$ cat src/sv/block_dequant_idct_recon_macros.svh
// assertion macros used by the block's top-level rtl file
`ifndef BLOCK_DEQUANT_IDCT_RECON_MACROS_SVH
`define BLOCK_DEQUANT_IDCT_RECON_MACROS_SVH

// same-cycle implication, checked out of reset
`define BDIR_ASSERT_NOW(label, ante, cons) \
    label: assert property (@(posedge i_clk) disable iff (!i_rst_n) (ante) |-> (cons)) \
        else $error("bdir check failed");

// next-cycle implication, checked out of reset
`define BDIR_ASSERT_NEXT(label, ante, cons) \
    label: assert property (@(posedge i_clk) disable iff (!i_rst_n) (ante) |=> (cons)) \
        else $error("bdir check failed");

`endif

$ cat src/sv/bdir_pkg.sv
// package: widths, tables and types of the dequantize / idct / reconstruct block
`default_nettype none
package bdir_pkg;

    localparam int COEF_BITS     = 12;
    localparam int COS_FRAC_BITS = 15;

    // cosine factor width (signed q1.F) and its digit split
    localparam int KW     = COS_FRAC_BITS + 1;
    localparam int DIG_W  = 4;
    localparam int DIG_N  = (KW + DIG_W - 1) / DIG_W;
    localparam int KX     = DIG_N * DIG_W;
    localparam int DIG_CW = (DIG_N > 1) ? $clog2(DIG_N) : 1;

    // operand, product and accumulator widths
    localparam int OPW = 24;
    localparam int PW  = OPW + KX;
    localparam int AW  = PW + 4;

    // rounding of the row pass and truncation of the column pass
    localparam int ROW_SH  = COS_FRAC_BITS - 8;
    localparam int COL_SH  = COS_FRAC_BITS + 8;
    localparam int Q30_SH  = 30 - COS_FRAC_BITS;

    localparam int CFG_IDX_W = 4;
    localparam int NUM_GROUPS = 8;

    // zigzag position to natural position
    localparam logic [5:0] NAT_POS [64] = '{
        6'd0,  6'd1,  6'd8,  6'd16, 6'd9,  6'd2,  6'd3,  6'd10,
        6'd17, 6'd24, 6'd32, 6'd25, 6'd18, 6'd11, 6'd4,  6'd5,
        6'd12, 6'd19, 6'd26, 6'd33, 6'd40, 6'd48, 6'd41, 6'd34,
        6'd27, 6'd20, 6'd13, 6'd6,  6'd7,  6'd14, 6'd21, 6'd28,
        6'd35, 6'd42, 6'd49, 6'd56, 6'd57, 6'd50, 6'd43, 6'd36,
        6'd29, 6'd22, 6'd15, 6'd23, 6'd30, 6'd37, 6'd44, 6'd51,
        6'd58, 6'd59, 6'd52, 6'd45, 6'd38, 6'd31, 6'd39, 6'd46,
        6'd53, 6'd60, 6'd61, 6'd54, 6'd47, 6'd55, 6'd62, 6'd63
    };

    // |cos(m*pi/16)| in q1.30, m = 0..8
    localparam logic [31:0] COS_MAG_Q30 [9] = '{
        32'd1073741824, 32'd1053110176, 32'd992008094, 32'd892783698,
        32'd759250125,  32'd596538995,  32'd410903207, 32'd209476638,
        32'd0
    };

    // control word from the sequencer to the serial mac
    typedef struct packed {
        logic load;
        logic step;
        logic acc;
        logic clr;
    } t_mac_ctl;

    // cosine factor K[i][j], column 0 holds 1/sqrt2
    function automatic logic signed [KW-1:0] cos_k(input logic [2:0] i, input logic [2:0] j);
        logic [7:0]  m_full;
        logic [4:0]  m;
        logic [3:0]  mi;
        logic        neg;
        logic [31:0] rnd;
        logic [KW-1:0] mag;
        m_full = (({5'd0, i} << 1) + 8'd1) * {5'd0, j};
        m      = m_full[4:0];
        neg    = 1'b0;
        if (j == 3'd0) begin
            mi = 4'd4;
        end else if (m <= 5'd8) begin
            mi = m[3:0];
        end else if (m <= 5'd16) begin
            mi = 4'(5'd16 - m);
            neg = 1'b1;
        end else if (m <= 5'd24) begin
            mi = 4'(m - 5'd16);
            neg = 1'b1;
        end else begin
            mi = 4'(6'd32 - {1'b0, m});
        end
        rnd = (COS_MAG_Q30[mi] + (32'd1 << (Q30_SH - 1))) >> Q30_SH;
        mag = rnd[KW-1:0];
        return neg ? -signed'(mag) : signed'(mag);
    endfunction

endpackage
`default_nettype wire

$ cat src/sv/bdir_mac.sv
// digit-serial multiply-accumulate: one 4-bit factor digit per cycle, msb digit first
`default_nettype none
module bdir_mac (
    input  wire logic                              i_clk,
    input  wire logic                              i_rst_n,
    input  wire bdir_pkg::t_mac_ctl                i_ctl,
    input  wire logic signed [bdir_pkg::OPW-1:0]   i_opnd,
    input  wire logic signed [bdir_pkg::KW-1:0]    i_factor,
    output logic signed [bdir_pkg::AW-1:0]         o_acc
);

    logic signed [bdir_pkg::OPW-1:0]       r_a;
    logic signed [bdir_pkg::KX-1:0]        r_k;
    logic signed [bdir_pkg::PW-1:0]        r_prod;
    logic signed [bdir_pkg::AW-1:0]        r_acc;
    logic [bdir_pkg::DIG_CW-1:0]           r_dig;
    logic [bdir_pkg::DIG_W-1:0]            nib;
    logic signed [bdir_pkg::DIG_W:0]       digit;
    logic signed [bdir_pkg::OPW+bdir_pkg::DIG_W:0] part;

    // current digit: top digit signed, the rest unsigned
    always_comb begin
        nib = r_k[r_dig*bdir_pkg::DIG_W +: bdir_pkg::DIG_W];
        if (r_dig == bdir_pkg::DIG_CW'(bdir_pkg::DIG_N - 1)) begin
            digit = {nib[bdir_pkg::DIG_W-1], nib};
        end else begin
            digit = {1'b0, nib};
        end
        part = r_a * digit;
    end

    // digit counter
    always_ff @(posedge i_clk) begin
        if (!i_rst_n) begin
            r_dig <= '0;
        end else if (i_ctl.load) begin
            r_dig <= bdir_pkg::DIG_CW'(bdir_pkg::DIG_N - 1);
        end else if (i_ctl.step) begin
            r_dig <= r_dig - 1'b1;
        end
    end

    // operands and horner product
    always_ff @(posedge i_clk) begin
        if (i_ctl.load) begin
            r_a    <= i_opnd;
            r_k    <= bdir_pkg::KX'(i_factor);
            r_prod <= '0;
        end else if (i_ctl.step) begin
            r_prod <= (r_prod <<< bdir_pkg::DIG_W) + bdir_pkg::PW'(part);
        end
    end

    // accumulator
    always_ff @(posedge i_clk) begin
        if (!i_rst_n) begin
            r_acc <= '0;
        end else if (i_ctl.clr) begin
            r_acc <= '0;
        end else if (i_ctl.acc) begin
            r_acc <= r_acc + bdir_pkg::AW'(r_prod);
        end
    end

    assign o_acc = r_acc;

endmodule
`default_nettype wire
$ cat config.mk
export PLATFORM = sky130hd
export DESIGN_NAME = bdir_mac
export DESIGN_NICKNAME = d
export VERILOG_FILES = /design/src/sv/block_dequant_idct_recon_macros.svh /design/src/sv/bdir_pkg.sv /design/src/sv/bdir_mac.sv
export SDC_FILE = /design/constraint.sdc
export NUM_CORES = 1
export LEC_CHECK = 0
export BUFFER_PORTS_ARGS = -buffer_cell sky130_fd_sc_hd__buf_2
export CAP_MARGIN = 20
export CORE_MARGIN = 2
export CORE_UTILIZATION = 60
export CTS_CLUSTER_DIAMETER = 100
export DETAILED_ROUTE_END_ITERATION = 8
export PLACE_DENSITY = 0.84
export SYNTH_ARGS = -nofsm -noshare
export SYNTH_HDL_FRONTEND = slang
export SYNTH_SLANG_ARGS = --single-unit
$ cat constraint.sdc
create_clock -name i_clk -period 9.2 [get_ports i_clk]
set_clock_uncertainty 0.2 [all_clocks]
set_input_delay 0 -clock i_clk [delete_from_list [all_inputs] [get_ports i_clk]]
set_output_delay 0 -clock i_clk [all_outputs]
set_load 0.02 [all_outputs]
* Word level (Yosys, flattened, before mapping) *
Cells that the tools add are included.

storage, ports and cells
  bits in registers = 126
  input port bits = 46
  output and inout bits = 44

cells by class
  add/subtract/negate cells = 3
  $mul = 1
  equality and inequality tests = 1
  shift operators = 1
  muxes and demuxes = 3
  bitwise logic cells = 1
  reductions and logical operators = 2

operators by type and width
  operator                                          number
  adder 44 x 40 -> 44 bit                           1
  adder 40 x 29 -> 40 bit                           1
  multiplier 24 x 5 -> 29 bit                       1
  indexed part select 16 x 5 -> 4 bit               1
  two-way mux 5 bit                                 1
  two-way mux 2 bit                                 2
  equality test 2 bit, second input constant        1
  nonzero test 2 bit                                1
  OR reduction 2 bit                                1
  subtractor 2 x 1 -> 2 bit, second input constant  1
  inverter 1 bit                                    1

* Logic depth before layout (Yosys ltp) *
  word-level depth = 4
  gate-level depth with buffers = 21
  depth with buffers taken out = 20

* Worst setup path after synthesis *
OpenSTA, ideal clock, no wires.

  kind = reg-to-reg
  from = register r_dig[0] in the netlist's numbering
  to = register r_prod[37] in the netlist's numbering
  setup time = 58 ps
  arrival time = 5,909 ps
  data required time = 8,942 ps
  setup slack = 3,032 ps
  cell stages (with the launch flop) = 22
  path buffers = 2
  clock period less this slack = 6,168 ps
  path through = dfxtp_1 -> clkbuf_1 -> mux4_2 -> nand2_1 -> clkbuf_1 -> nor2_1 -> fa_1 -> fa_1 -> inv_1 -> fa_1 -> inv_1 -> ha_1 -> ha_1 -> a211oi_1 -> o21ai_1 -> a21o_2 -> a31oi_2 -> o31ai_4 -> a41oi_2 -> a311oi_2 -> a2111oi_0 -> a211o_1

on the way
  longest elaborated chain between the ends = 4
  elaborated cells between the ends (all ways) = 5

RTL lines
  what                                                                               RTL line                        source
  start: declaration                                                                 bdir_mac.sv:16                  logic [bdir_pkg::DIG_CW-1:0] r_dig;
  start signal: assignment                                                           bdir_mac.sv:37                  r_dig <= bdir_pkg::DIG_CW'(bdir_pkg::DIG_N - 1);
  start signal: assignment                                                           bdir_mac.sv:39                  r_dig <= r_dig - 1'b1;
  indexed part select 16 x 5 -> 4 bit / equality test 2 bit (equally long branches)  bdir_mac.sv:23, bdir_mac.sv:24
  two-way mux 5 bit *                                                                bdir_mac.sv:24                  if (r_dig == bdir_pkg::DIG_CW'(bdir_pkg::DIG_N - 1)) begin
  multiplier 24 x 5 -> 29 bit *                                                      bdir_mac.sv:29                  part = r_a * digit;
  adder 40 x 29 -> 40 bit *                                                          bdir_mac.sv:50                  r_prod <= (r_prod <<< bdir_pkg::DIG_W) + bdir_pkg::PW'(part);
  end signal: assignment                                                             bdir_mac.sv:50
  end: declaration                                                                   bdir_mac.sv:14                  logic signed [bdir_pkg::PW-1:0] r_prod;

Mark *: on every way between the ends. The rest lies on a longest branch, timed or not.
A chain may end at the register's enable or synchronous reset.

* Worst setup path in the final report *
Same ends and word-level chain as after synthesis.

==> results.rst <==
.. list-table::
   :header-rows: 1

   * - Metric
     - Value
   * - Outcome
     - completed
   * - Latest clock arrival within the worst-skew pair
     - 430 ps
   * - 1st-pass router iterations
     - 6
   * - Adder-cell area share of the yosys netlist
     - 32.2%
   * - Arrival @ worst endpoint
     - 7650 ps
   * - Area of the core
     - 21200 um2
   * - Floorplan die height
     - 151 um
   * - Antenna violations before repair
     - 0
   * - HPWL after detailed placement
     - 24000 um
   * - Reg2reg start
     - r_dig[0]
   * - Clock tree from TritonCTS
     - built
   * - Commonest cells after routing, fill and taps aside
     - sky130_fd_sc_hd__inv_1, sky130_fd_sc_hd__fa_1, sky130_fd_sc_hd__nor2_1, sky130_fd_sc_hd__ha_1, sky130_fd_sc_hd__and2_1
   * - Flops & latches, synth
     - 126
   * - Depth of the worst register-to-register path
     - 18
   * - Maximum number of pins on one net before global-route repair
     - 52
   * - Slew Limit Fails
     - 0
   * - Wire length of the first global-routing pass
     - 53100 um
   * - Post-Syn Nets
     - 1682
   * - First DRT Iteration DRCs
     - 839
   * - Horizontal die dimension
     - 151 um
   * - Leakage power figure
     - 7.13 nW
   * - P&R area growth vs syn
     - 13.3%
   * - WHS Endpoint
     - r_prod[16]
   * - Simple-Gate Fraction of Synth Area
     - 15.0%
   * - EDFF count, synth
     - 40
   * - Seq/Total Area, Yosys
     - 22.4%
   * - Post-CTS sizing
     - 0
   * - Top achievable clock speed
     - 0.134 GHz
   * - Worst slack at placement
     - 1960 ps
   * - Compound-cell area share of the yosys netlist
     - 15.8%
   * - Total count of hold-check failures in the final report
     - 0
   * - Instance count of the mapped netlist
     - 1380
   * - Most common cell after layout, fill and taps aside
     - sky130_fd_sc_hd__inv_1
   * - Combined global-route utilization of all metal layers
     - 29.6%
   * - Weighted congestion at the end of routability-driven global placement
     - 0.945
   * - # fillers
     - 1505
   * - Yosys warns
     - 0
   * - Maximum buffer depth of the clock tree
     - 2
   * - Critical path capture point type
     - flop
   * - Number of distinct library cell variants in the gate-level netlist after synthesis
     - 76
   * - Clock buffers created by TritonCTS
     - 17
   * - Area of placed instances
     - 13700 um2
   * - Slew headroom
     - 29.5%
   * - Count of pins on the block boundary
     - 90
   * - Post-synthesis xor/xnor area fraction
     - 4.57%
   * - Clock transition at path regs
     - 60 ps
   * - Reg2reg end
     - r_prod[37]
   * - Area fraction of the dominant cell type after synthesis
     - 20.4%
   * - Path category of the worst min-delay check
     - in -> reg
   * - Critical path peak fanout
     - 25
   * - Largest voltage drop on the vdd net
     - 0.000263 V
   * - Count of buffers from port buffering
     - 89
   * - Remaining design rule violation count
     - 0
   * - Vias in the first global route
     - 10800
   * - Effective utilization at floorplan
     - 61.6%
   * - Antenna-violating nets left
     - 0
   * - Setup violations, final
     - 0
   * - Number of inserted diodes
     - 0
   * - Grt total ovfl
     - 0
   * - Number of cell rows
     - 53
   * - Required time at the worst-slack endpoint
     - 9380 ps
   * - Crit share post-route
     - 81.2%
   * - Depth of the CTS H-tree
     - 4
   * - Via count
     - 10600
   * - Layout cell share with drive strength beyond 1
     - 10.3%
   * - Summed negative setup slack over all endpoints
     - 0 ps
   * - Worst hold path depth
     - 2
   * - Number of max-cap violations
     - 0
   * - Total power of the final layout
     - 0.00520 W
   * - Ratio of routed vias to standard cells
     - 5.98
   * - Time the worst path needs with I/O delays and setup
     - 7470 ps
   * - Final WL
     - 32200 um
   * - Critical path type
     - reg -> reg
   * - Cell types occupying the most area after synthesis
     - sky130_fd_sc_hd__fa_1, sky130_fd_sc_hd__dfxtp_1, sky130_fd_sc_hd__ha_1
   * - Combined area of all synthesized cells
     - 13000 um2
   * - Combinational family with the most area after synthesis
     - adder cells
   * - Hold path startpoint
     - i_ctl[3]
   * - Cell at the root of the clock tree
     - sky130_fd_sc_hd__clkbuf_16
   * - WHS
     - 43.5 ps
   * - Worst setup SP type
     - flop
   * - Number of clock sinks
     - 126
   * - Worst slew pin tran
     - 1060 ps
   * - Total non-filler cell area in the finished layout
     - 14800 um2
   * - Most instantiated flip-flop cell in the synthesis netlist
     - sky130_fd_sc_hd__dfxtp_1
   * - Dominant cell type by area after synthesis
     - sky130_fd_sc_hd__fa_1
   * - Setup ws final
     - 1730 ps
   * - Mean area per synthesized cell
     - 9.44 um2
   * - Die area
     - 22900 um2
   * - Power density over cell area
     - 352 nW/um2
   * - Total number of nets in the final design
     - 1791
   * - RSZ-0062 raised after global routing
     - false
   * - Proportion of synthesized flip-flops having asynchronous set or reset
     - 0%
   * - Setup slack of the worst register-to-register path
     - 1730 ps
   * - Fraction of synthesized area in multiplexers
     - 4.38%
   * - Wire length per cell after detailed routing
     - 18.1 um
routing by layer:
metal / track usage (%) / part of all wire (%) / vias up
li1: - / - / 4958
met1: 36.9 / 41 / 5203
met2: 51.4 / 50 / 387
met3: 5.12 / 6.1 / 86
met4: 11.1 / 3.4 / 0
met5: 0 / 0 / -
critical path: stages (launching register included):
cell and delay (ps):
sky130_fd_sc_hd__dfxtp_1 560, sky130_fd_sc_hd__mux4_2 600, sky130_fd_sc_hd__nand2_1 630, sky130_fd_sc_hd__or2_2 540, sky130_fd_sc_hd__fa_1 520, sky130_fd_sc_hd__fa_1 550, sky130_fd_sc_hd__inv_1 60, sky130_fd_sc_hd__fa_1 510
sky130_fd_sc_hd__fa_1 490, sky130_fd_sc_hd__ha_1 310, sky130_fd_sc_hd__a211oi_1 320, sky130_fd_sc_hd__o21ai_1 120, sky130_fd_sc_hd__a21o_2 260, sky130_fd_sc_hd__a31oi_2 300, sky130_fd_sc_hd__o31ai_4 120, sky130_fd_sc_hd__a41oi_2 350
sky130_fd_sc_hd__a311oi_2 200, sky130_fd_sc_hd__a2111oi_0 610, sky130_fd_sc_hd__a211o_1 170
worst max path at each step:
stage                         from          to  slack, ps
final                     r_dig[0]  r_prod[37]       1730
after CTS                 r_dig[0]  r_prod[37]       1910
after global placement    r_dig[0]  r_prod[34]       2260
after floorplan           r_dig[0]  r_prod[37]       3030
after detailed placement  r_dig[0]  r_prod[37]       1960
after global routing      r_dig[0]  r_prod[38]       1270
registers in the layout (all words and copies together) (netlist names):
name    cells
r_dig       2
r_k        16
r_a        24
o_acc      44
r_prod     40
timing repair:
item                                   in CTS  in global routing
setup buffers                               0                  0
hold buffers                               42                  0
endpoints found under the hold margin      56                  0
Yosys cell counts, types with 3 or more instances:
cell,number
sky130_fd_sc_hd__nand2b_1,16
sky130_fd_sc_hd__xnor2_1,38
sky130_fd_sc_hd__and4_1,5
sky130_fd_sc_hd__nor3b_1,3
sky130_fd_sc_hd__and2_1,95
sky130_fd_sc_hd__o21ai_0,45
sky130_fd_sc_hd__nand4_1,10
sky130_fd_sc_hd__edfxtp_1,40
sky130_fd_sc_hd__a221o_1,5
sky130_fd_sc_hd__a2111oi_0,3
sky130_fd_sc_hd__or2_2,3
sky130_fd_sc_hd__fa_1,133
sky130_fd_sc_hd__a311o_1,4
sky130_fd_sc_hd__nor2_1,128
sky130_fd_sc_hd__clkbuf_1,40
sky130_fd_sc_hd__a21o_1,44
sky130_fd_sc_hd__nand3b_1,4
sky130_fd_sc_hd__dfxtp_1,86
sky130_fd_sc_hd__inv_1,147
sky130_fd_sc_hd__a211oi_1,14
sky130_fd_sc_hd__o21ai_1,9
sky130_fd_sc_hd__nand3_1,19
sky130_fd_sc_hd__a311oi_1,4
sky130_fd_sc_hd__o21bai_1,13
sky130_fd_sc_hd__o211ai_1,12
sky130_fd_sc_hd__nor3_1,8
sky130_fd_sc_hd__nor2b_1,11
sky130_fd_sc_hd__xor2_1,30
sky130_fd_sc_hd__nand2_1,60
sky130_fd_sc_hd__mux4_2,4
sky130_fd_sc_hd__or3_1,4
sky130_fd_sc_hd__mux2i_1,48
sky130_fd_sc_hd__o21a_1,14
sky130_fd_sc_hd__buf_1,5
sky130_fd_sc_hd__o31ai_1,3
sky130_fd_sc_hd__and3_1,11
sky130_fd_sc_hd__a21oi_1,84
sky130_fd_sc_hd__o22ai_1,3
sky130_fd_sc_hd__ha_1,123
sky130_fd_sc_hd__a31oi_1,12
kinds of logic after synthesis:
family,Yosys count
buffers and inverters,193
flip-flops,126
AND/OR/NAND/NOR,386
XOR/XNOR,68
multiplexers,52
adder cells (fa/ha/maj),256
AO/OA/AOI/OAI,299
metrics by stage:
stage,utilization (%),cells
CTS,69.5,1775
detailed placement,64.6,1701
finish,69.8,1777
global placement,64.6,1701
floorplan,-,1380
global route,69.8,1777
area by class of cell:
type                       instances  area [um2]  share of cell area (%)
timing repair buffer             136         943                    6.39
tap                              275         344                    2.33
inverter                         147         552                    3.74
clock inverter                    12         155                    1.05
sequential                       126        2920                    19.8
multi-input combinational       1061        9380                    63.5
clock buffer                      20         468                    3.17
report_power, final:
| group | internal (W) | switching [W] | leakage [nW] |
|---|---|---|---|
| clock | 0.000451 | 0.000276 | 0.307 |
| combinational | 0.00154 | 0.00214 | 5.73 |
| sequential | 0.000666 | 0.000130 | 1.09 |
Power figures use the tool's default switching activity.
